$ cat src/arsp_pkg.sv
package arsp_pkg;

  localparam int REGIONS_DEF       = 4;
  localparam int MAX_INTERVALS_DEF = 64;

  localparam logic [0:0] OP_PLACE = 1'b0;
  localparam logic [0:0] OP_CLEAR = 1'b1;

  localparam logic [2:0] ST_PLACED     = 3'd0;
  localparam logic [2:0] ST_MISALIGNED = 3'd1;
  localparam logic [2:0] ST_OUTSIDE    = 3'd2;
  localparam logic [2:0] ST_OVERLAP    = 3'd3;
  localparam logic [2:0] ST_FULL       = 3'd4;

  localparam logic [0:0] CFG_SEL_ORIGIN = 1'b0;
  localparam logic [0:0] CFG_SEL_LENGTH = 1'b1;

  localparam logic [17:0] ADDR_TOP       = 18'h10000;
  localparam logic [15:0] ORIGIN_RESET   = 16'd0;
  localparam logic [16:0] LENGTH_RESET   = 17'd1;

  typedef struct packed {
    logic [0:0]  op;
    logic [1:0]  region_sel;
    logic        is_fixed;
    logic [15:0] fixed_addr;
    logic [3:0]  align_log2;
    logic [16:0] section_size;
  } in_word_t;

  typedef struct packed {
    logic [2:0]  status;
    logic [15:0] placed_addr;
    logic [16:0] placed_end;
  } out_word_t;

  typedef struct packed {
    logic [1:0]  region;
    logic [15:0] lo;
    logic [16:0] hi;
  } ivl_t;

  typedef struct packed {
    logic done;
    logic hit;
  } scan_res_t;

endpackage

$ cat src/arsp_ram.sv
module arsp_ram import arsp_pkg::*; #(
  parameter int WIDTH = 35,
  parameter int DEPTH = MAX_INTERVALS_DEF,
  localparam int AW = (DEPTH > 1) ? $clog2(DEPTH) : 1
) (
  input  logic             clk,
  input  logic             we,
  input  logic [AW-1:0]    waddr,
  input  logic [WIDTH-1:0] wdata,
  input  logic             re,
  input  logic [AW-1:0]    raddr,
  output logic [WIDTH-1:0] rdata
);

  logic [WIDTH-1:0] mem [DEPTH];
  logic [WIDTH-1:0] rdata_r;

  always_ff @(posedge clk) begin
    if (we) begin
      mem[waddr] <= wdata;
    end
    if (re) begin
      rdata_r <= mem[raddr];
    end
  end

  assign rdata = rdata_r;

endmodule

$ cat src/arsp_scan.sv
module arsp_scan import arsp_pkg::*; #(
  parameter int MAX_INTERVALS = MAX_INTERVALS_DEF,
  localparam int CNT_W = $clog2(MAX_INTERVALS + 1),
  localparam int IDX_W = (MAX_INTERVALS > 1) ? $clog2(MAX_INTERVALS) : 1
) (
  input  logic             clk,
  input  logic             rst_n,
  input  logic             start,
  input  logic [CNT_W-1:0] count,
  input  logic [1:0]       probe_region,
  input  logic [16:0]      probe_lo,
  input  logic [17:0]      probe_hi,
  output logic             rd_en,
  output logic [IDX_W-1:0] rd_addr,
  input  ivl_t             rd_data,
  output scan_res_t        res
);

  logic             busy_r, busy_nxt;
  logic             pend_r, pend_nxt;
  logic [CNT_W-1:0] ptr_r, ptr_nxt;
  logic             hit_c;

  assign hit_c = (rd_data.region == probe_region) &&
                 (probe_lo < rd_data.hi) &&
                 ({2'b00, rd_data.lo} < probe_hi);

  assign rd_addr = ptr_r[IDX_W-1:0];

  always_comb begin
    busy_nxt = busy_r;
    pend_nxt = 1'b0;
    ptr_nxt  = ptr_r;
    rd_en    = 1'b0;
    res      = '0;
    if (start) begin
      busy_nxt = 1'b1;
      ptr_nxt  = '0;
    end else if (busy_r) begin
      if (pend_r && hit_c) begin
        res.done = 1'b1;
        res.hit  = 1'b1;
        busy_nxt = 1'b0;
      end else if (ptr_r < count) begin
        rd_en    = 1'b1;
        ptr_nxt  = ptr_r + CNT_W'(1);
        pend_nxt = 1'b1;
      end else begin
        res.done = 1'b1;
        busy_nxt = 1'b0;
      end
    end
  end

  always_ff @(posedge clk) begin
    if (!rst_n) begin
      busy_r <= 1'b0;
      pend_r <= 1'b0;
      ptr_r  <= '0;
    end else begin
      busy_r <= busy_nxt;
      pend_r <= pend_nxt;
      ptr_r  <= ptr_nxt;
    end
  end

endmodule

$ cat src/aligned_region_section_placer.sv
// Channel  Direction  Handshake            Payload
// in       input      in_valid / in_stall  in_word (in_word_t)
// out      output     out_valid / out_stall out_word (out_word_t)
// cfg      input      cfg_valid / cfg_ready cfg_index, cfg_data
//
// A clear goes straight to the finish state; a place passes the align and bound states.
// A place rejected there or of zero size then finishes; a nonzero-size place runs the
// overlap scan over the N stored intervals, reading one interval per cycle, and ends
// early on an overlap. At the default depth of 64, at most 64 intervals are scanned.
// Reset empties the store and marks every region untouched.
// A finished word waits in the output register while the next word is taken.
module aligned_region_section_placer import arsp_pkg::*; #(
  parameter int REGIONS       = REGIONS_DEF,
  parameter int MAX_INTERVALS = MAX_INTERVALS_DEF
) (
  input  logic        clk,
  input  logic        rst_n,
  input  logic        in_valid,
  output logic        in_stall,
  input  in_word_t    in_word,
  output logic        out_valid,
  input  logic        out_stall,
  output out_word_t   out_word,
  input  logic        cfg_valid,
  output logic        cfg_ready,
  input  logic [2:0]  cfg_index,
  input  logic [16:0] cfg_data
);

  localparam int CNT_W  = $clog2(MAX_INTERVALS + 1);
  localparam int IDX_W  = (MAX_INTERVALS > 1) ? $clog2(MAX_INTERVALS) : 1;
  localparam int RIDX_W = (REGIONS > 1) ? $clog2(REGIONS) : 1;

  localparam logic [2:0] S_IDLE  = 3'd0;
  localparam logic [2:0] S_ALIGN = 3'd1;
  localparam logic [2:0] S_BOUND = 3'd2;
  localparam logic [2:0] S_SCAN  = 3'd3;
  localparam logic [2:0] S_FIN   = 3'd4;

  logic [2:0]        state_r, state_nxt;
  in_word_t          item_r, item_nxt;
  logic [16:0]       cur_r, cur_nxt;
  logic [16:0]       addr_r, addr_nxt;
  logic [17:0]       end_r, end_nxt;
  logic [2:0]        stat_r, stat_nxt;
  logic [CNT_W-1:0]  count_r, count_nxt;
  logic [REGIONS-1:0] touched_r, touched_nxt;
  logic [16:0]       cursor_r [REGIONS];
  logic              out_valid_r, out_valid_nxt;
  out_word_t         out_r, out_nxt;

  logic [15:0]       origin_r [4];
  logic [16:0]       length_r [4];

  logic              in_acc, out_free, scan_start, commit, ram_we;
  logic              r_in;
  logic [RIDX_W-1:0] ridx;
  logic [15:0]       mask;
  logic [16:0]       cursor_c, aligned_c, new_cur;
  logic [17:0]       end_c, lim_c, lim_sum;
  logic              bad_c;
  logic [2:0]        fin_stat;
  logic              rd_en;
  logic [IDX_W-1:0]  rd_addr;
  ivl_t              rd_data, wr_data;
  scan_res_t         scan_res;

  assign cfg_ready = 1'b1;
  assign in_stall  = (state_r != S_IDLE);
  assign in_acc    = in_valid && !in_stall;
  assign out_free  = !out_valid_r || !out_stall;
  assign out_valid = out_valid_r;
  assign out_word  = out_r;

  always_ff @(posedge clk) begin
    if (!rst_n) begin
      for (int i = 0; i < 4; i++) begin
        origin_r[i] <= ORIGIN_RESET;
        length_r[i] <= LENGTH_RESET;
      end
    end else if (cfg_valid && cfg_ready) begin
      if (cfg_index[0] == CFG_SEL_ORIGIN) begin
        origin_r[cfg_index[2:1]] <= cfg_data[15:0];
      end else begin
        length_r[cfg_index[2:1]] <= cfg_data;
      end
    end
  end

  assign r_in = ({1'b0, item_r.region_sel} < 3'(REGIONS));
  assign ridx = item_r.region_sel[RIDX_W-1:0];
  assign mask = (16'd1 << item_r.align_log2) - 16'd1;

  always_comb begin
    cursor_c = {1'b0, origin_r[item_r.region_sel]};
    if (r_in && touched_r[ridx]) begin
      cursor_c = cursor_r[ridx];
    end
  end

  assign aligned_c = (cursor_c + {1'b0, mask}) & ~{1'b0, mask};
  assign end_c     = {1'b0, addr_r} + {1'b0, item_r.section_size};
  assign lim_sum   = {2'b00, origin_r[item_r.region_sel]} +
                     {1'b0, length_r[item_r.region_sel]};
  assign lim_c     = (lim_sum > ADDR_TOP) ? ADDR_TOP : lim_sum;
  assign bad_c     = (addr_r < {1'b0, origin_r[item_r.region_sel]}) ||
                     (end_c > lim_c) || addr_r[16];

  always_comb begin
    fin_stat = stat_r;
    if (stat_r == ST_PLACED && item_r.op == OP_PLACE &&
        item_r.section_size != '0 && count_r == CNT_W'(MAX_INTERVALS)) begin
      fin_stat = ST_FULL;
    end
  end

  assign new_cur = (end_r[16:0] > cur_r) ? end_r[16:0] : cur_r;
  assign commit  = (state_r == S_FIN) && out_free && (fin_stat == ST_PLACED) &&
                   (item_r.op == OP_PLACE);
  assign ram_we  = commit && (item_r.section_size != '0);

  assign wr_data.region = item_r.region_sel;
  assign wr_data.lo     = addr_r[15:0];
  assign wr_data.hi     = end_r[16:0];

  always_comb begin
    state_nxt     = state_r;
    item_nxt      = item_r;
    cur_nxt       = cur_r;
    addr_nxt      = addr_r;
    end_nxt       = end_r;
    stat_nxt      = stat_r;
    count_nxt     = count_r;
    touched_nxt   = touched_r;
    out_valid_nxt = out_valid_r && out_stall;
    out_nxt       = out_r;
    scan_start    = 1'b0;
    case (state_r)
      S_IDLE: begin
        if (in_acc) begin
          item_nxt = in_word;
          stat_nxt = ST_PLACED;
          addr_nxt = '0;
          end_nxt  = '0;
          if (in_word.op == OP_CLEAR) begin
            state_nxt = S_FIN;
          end else begin
            state_nxt = S_ALIGN;
          end
        end
      end
      S_ALIGN: begin
        cur_nxt  = cursor_c;
        addr_nxt = aligned_c;
        if (!r_in) begin
          stat_nxt = ST_OUTSIDE;
        end else if (item_r.is_fixed) begin
          addr_nxt = {1'b0, item_r.fixed_addr};
          if ((item_r.fixed_addr & mask) != '0) begin
            stat_nxt = ST_MISALIGNED;
          end
        end
        state_nxt = S_BOUND;
      end
      S_BOUND: begin
        end_nxt = end_c;
        if (stat_r == ST_PLACED && bad_c) begin
          stat_nxt  = ST_OUTSIDE;
          state_nxt = S_FIN;
        end else if (stat_r == ST_PLACED && item_r.section_size != '0) begin
          scan_start = 1'b1;
          state_nxt  = S_SCAN;
        end else begin
          state_nxt = S_FIN;
        end
      end
      S_SCAN: begin
        if (scan_res.done) begin
          if (scan_res.hit) begin
            stat_nxt = ST_OVERLAP;
          end
          state_nxt = S_FIN;
        end
      end
      S_FIN: begin
        if (out_free) begin
          out_valid_nxt = 1'b1;
          out_nxt.status = fin_stat;
          out_nxt.placed_addr = (fin_stat == ST_PLACED) ? addr_r[15:0] : '0;
          out_nxt.placed_end  = (fin_stat == ST_PLACED) ? end_r[16:0] : '0;
          if (item_r.op == OP_CLEAR) begin
            touched_nxt = '0;
            count_nxt   = '0;
          end else if (commit) begin
            touched_nxt[ridx] = 1'b1;
            if (ram_we) begin
              count_nxt = count_r + CNT_W'(1);
            end
          end
          state_nxt = S_IDLE;
        end
      end
      default: begin
        state_nxt = S_IDLE;
      end
    endcase
  end

  always_ff @(posedge clk) begin
    if (!rst_n) begin
      state_r     <= S_IDLE;
      count_r     <= '0;
      touched_r   <= '0;
      out_valid_r <= 1'b0;
    end else begin
      state_r     <= state_nxt;
      count_r     <= count_nxt;
      touched_r   <= touched_nxt;
      out_valid_r <= out_valid_nxt;
    end
  end

  always_ff @(posedge clk) begin
    item_r <= item_nxt;
    cur_r  <= cur_nxt;
    addr_r <= addr_nxt;
    end_r  <= end_nxt;
    stat_r <= stat_nxt;
    out_r  <= out_nxt;
    if (commit) begin
      cursor_r[ridx] <= new_cur;
    end
  end

  arsp_scan #(
    .MAX_INTERVALS(MAX_INTERVALS)
  ) u_scan (
    .clk          (clk),
    .rst_n        (rst_n),
    .start        (scan_start),
    .count        (count_r),
    .probe_region (item_r.region_sel),
    .probe_lo     (addr_r),
    .probe_hi     (end_r),
    .rd_en        (rd_en),
    .rd_addr      (rd_addr),
    .rd_data      (rd_data),
    .res          (scan_res)
  );

  arsp_ram #(
    .WIDTH($bits(ivl_t)),
    .DEPTH(MAX_INTERVALS)
  ) u_store (
    .clk   (clk),
    .we    (ram_we),
    .waddr (count_r[IDX_W-1:0]),
    .wdata (wr_data),
    .re    (rd_en),
    .raddr (rd_addr),
    .rdata (rd_data)
  );

endmodule

$ cat config.mk
export PLATFORM = sky130hd
export DESIGN_NAME = aligned_region_section_placer
export DESIGN_NICKNAME = d
export VERILOG_FILES = /design/src/arsp_pkg.sv /design/src/arsp_ram.sv /design/src/arsp_scan.sv /design/src/aligned_region_section_placer.sv
export SDC_FILE = /design/constraint.sdc
export NUM_CORES = 2
export LEC_CHECK = 0
export ABC_AREA = 1
export BUFFER_PORTS_ARGS = -buffer_cell sky130_fd_sc_hd__buf_2
export CAP_MARGIN = 10
export CORE_ASPECT_RATIO = 1.4
export CORE_UTILIZATION = 30
export CTS_CLUSTER_DIAMETER = 30
export DETAILED_ROUTE_END_ITERATION = 12
export PLACE_DENSITY = 0.41
export SLEW_MARGIN = 20
export SYNTH_ARGS = -nofsm -noshare
export SYNTH_HDL_FRONTEND = slang
export SYNTH_HIERARCHICAL = 1
export SYNTH_SLANG_ARGS = --single-unit
$ cat constraint.sdc
create_clock -name clk -period 9.81 [get_ports clk]
set_clock_uncertainty 0.2 [all_clocks]
set_input_delay 1.4715 -clock clk [delete_from_list [all_inputs] [get_ports clk]]
set_output_delay 1.4715 -clock clk [all_outputs]
set_load 0.005 [all_outputs]
==> flow_summary.yaml <==
sta:
  rsz0062_at_grt: "no"
  finalSetupTns_ns: 0
  worst_pin_slew_ns: 1.15
  final.min_clock_period_ns: 6.77
  hold_violations: 0
  slew_viol_final: 0
  max_freq_ghz: 0.148
  slew_headroom: 0.230
  setup_viol: 0
  post-route-period-util: 0.690
synth:
  synth_largest_area_cell: "edfxtp_1"
  ys_seq_elements: 2632
  synth_edf_count: 2606
  async_flop_share: 0
  syn_inst: 9640
  synth.most_common_cell: "nand2_1"
  ys.flop_type: "edfxtp_1"
  synth_top_cell_area_share: 0.702
  postSynthAreaPerCell_um2: 11.6
  synthTopCellsByArea: "edfxtp_1 (70%), nand2_1 (9.8%), nand3_1 (9.6%)"
  ys_seq_area_frac: 0.707
  ys_types: 59
  syn-cell-area_um2: 111000
  synthTopCellsByCount: "nand2_1 (2,923), edfxtp_1 (2,606), nand3_1 (2,142)"
  ys_warn_count: 6
pwr:
  combPwrFrac: 0.077
  seqPwrFrac: 0.401
  p_sw_w: 0.00784
  p_leak_nw: 48.3
  p_sw_frac: 0.244
  power_density_nw_per_um2: 240
  peakVddDrop_mv: 0.175
  p_total_w: 0.0321
  pwr-share-clk: 0.522
  p_int_w: 0.0243
grt:
  grt_pass1_wl_um: 559000
  grt_max_degree: 170
  grtUsageTotal: 0.208
  grt_overflow: 0
  antenna_found_initial: 36
  first_global_vias: 74800
worst_setup_path:
  critPathTopFamily: "simple AND/OR/NAND/NOR gates"
  crit_buf_inv: 5
  required_ns: 10.26
  cp_slowest_stage_delay_ns: 0.51
  critPathKind: "reg2reg"
  arrival_ns: 7.22
  critPathLaunchType: "register"
  crit_slowest_cell: "dfxtp_2"
  critPathMaxFanout: 52
  critPathCaptureType: "register"
  crit_path_frequent_cell: "nand2_1"
drt:
  ant_nets: 0
  highest_layer: "met5"
  post_drt_via_cell_ratio: 4.97
  drt-initial-drc-count: 6113
  vias: 75700
  wl_met1_um: 164000
  wl_per_cell_um: 26.0
  wl_met2_um: 199000
  route.met3.wl_um: 18200
  routed_wl_um: 396000
  route.detailed.drc: 0
  drt_pass1_iterations: 6
placement:
  place_congestion: 0.854
  placedCellCount: 14300
  place_area_um2: 117000
  place.port_buffers: 103
  hpwl_um: 223000
hold_path:
  holdCritPathClass: "reg2reg"
cells_and_area:
  drive_above_1_share: 0.120
  area_growth_pct: 20.0
  fin_cells: 15200
  nNetsFinal: 10100
  final_area_um2: 134000
  final_core_util: 0.362
cts:
  ctsResizeCount: 0
  h-tree-depth: 5
  cts_root_buffer: "clkbuf_16"
  numCtsBuffers: 476
  clockBufferDepth: 4
  clock_latency_ns: 1.00
  post_cts.repair.setup_buffers: 0
  hold_buffers: 0
  clock_sink_count: 2632
  cts_tree: "done"
  clk_pin_slew_ns: 0.05
die:
  die_h_um: 723
  die_w_um: 517
  die-area_um2: 374000
  start_util: 0.302
  rows: 264
  coreArea_um2: 369000
  io_pins: 105
status:
  status: "complete, no violations"
job:
  maxCapViolCount: 0
==> state kept, by name, summed over array words and instances, names as in the netlist, 2 cells and up, named ones only <==
register	flops
out_word	36
touched_r	4
addr_r	17
item_r	39
stat_r	2
u_store/rdata	35
ridx	2
length_r	68
count_r	7
origin_r	64
u_store/mem	2240
cur_r	17
state_r	3
cursor_r	68
u_scan/ptr_r	7
end_r	18
==> cells by family (layout without fill, tap and decap cells) <==
| group | count (synthesis) | count (layout) | synth area share |
|---|---|---|---|
| AO/OA/AOI/OAI | 344 | 344 | 0.0175 |
| buffers and inverters | 894 | 1537 | 0.0403 |
| flip-flops | 2632 | 2632 | 0.707 |
| XOR/XNOR | 30 | 30 | 0.00243 |
| other | 2 | 23 | 0.0000674 |
| AND/OR/NAND/NOR | 5596 | 5596 | 0.217 |
| adder cells (fa/ha/maj) | 142 | 142 | 0.0161 |
==> final cells by class <==
type / instances / area (um2)
Sequential cell: 2632 / 78800
Tap cell: 4921 / 6160
Antenna cell: 20 / 50.0
Clock buffer: 534 / 12300
Inverter: 331 / 1280
Clock inverter: 346 / 4070
Fill cell: 36300 / 236000
Multi-Input combinational cell: 6115 / 28700
Timing Repair Buffer: 326 / 2440
==> path summary, 6_finish.rpt <==
path                                  start                        end  slack [ns]  cells after the start
hold / removal    touched_r[1]$_SDFFE_PN0P_  touched_r[1]$_SDFFE_PN0P_        0.29                      2
setup / recovery                   register        stat_r[1]$_DFFE_PP_        3.04                     32
hold reg to reg   touched_r[1]$_SDFFE_PN0P_  touched_r[1]$_SDFFE_PN0P_        0.29                      2
setup reg to reg                   register        stat_r[1]$_DFFE_PP_        3.04                     32
==> power groups by stage <==
stage               Sequential (W)  Combinational, W  Clock [W]
floorplan                   0.0132           0.00125          0
global route                0.0129           0.00273     0.0175
global placement            0.0131           0.00253          0
finish                      0.0129           0.00248     0.0168
detailed placement          0.0131           0.00253          0
CTS                         0.0129           0.00253     0.0171
==> worst reg2reg max path: cells and delay by family (launching register included) <==
kind / cells / cell delay (ns)
buffers and inverters: 5 / 1.08
DFF: 1 / 0.51
and+or+nand+nor: 20 / 2.76
adders and majority gates: 2 / 0.70
xor gates and xnor gates: 1 / 0.22
AOI/OAI and AO/OA: 4 / 1.02
==> metrics by stage <==
stage / hold WS, ns / setup slack (ns)
finish: 0.285 / 3.04
global route: 0.304 / 2.38
CTS: 0.283 / 2.66
detailed placement: 0.275 / 2.70
global placement: 0.269 / 2.72
floorplan: 0.255 / 3.17
==> cell usage in the layout, fill, tap and decap left out, types with 6 or more instances in the layout <==
master,synthesis,routed
inv_8,0,11
clkinv_2,0,65
inv_6,0,39
clkinv_4,0,32
a21o_1,6,6
o21ai_0,134,130
ha_1,139,139
nand2_1,2923,2920
inv_1,315,314
clkinvlp_4,0,62
nand4_1,34,34
nand3b_2,6,6
edfxtp_1,2606,2606
buf_2,254,103
xor2_1,14,14
nor2_4,2,61
nor2_1,373,314
nor4_2,0,8
o22ai_1,31,31
clkbuf_16,0,483
xnor2_1,15,15
diode_2,0,20
a21oi_1,113,113
inv_2,13,11
nand3b_1,10,10
clkbuf_1,129,50
clkinv_1,2,60
o21ai_1,9,13
nand3_1,2142,2142
dfxtp_1,26,19
nand3_2,11,11
nand2_2,10,13
buf_12,2,19
clkinv_8,0,6
a32oi_1,16,16
nor3_1,55,55
bufinv_16,0,71
buf_4,62,202
==> per-layer routing <==
metal,global-route usage,up-vias
li1,-,34600
met1,0.262,38400
met2,0.364,2090
met5,0,-
met4,0.0723,18
met3,0.0271,569
Power figures use the tool's default switching activity.
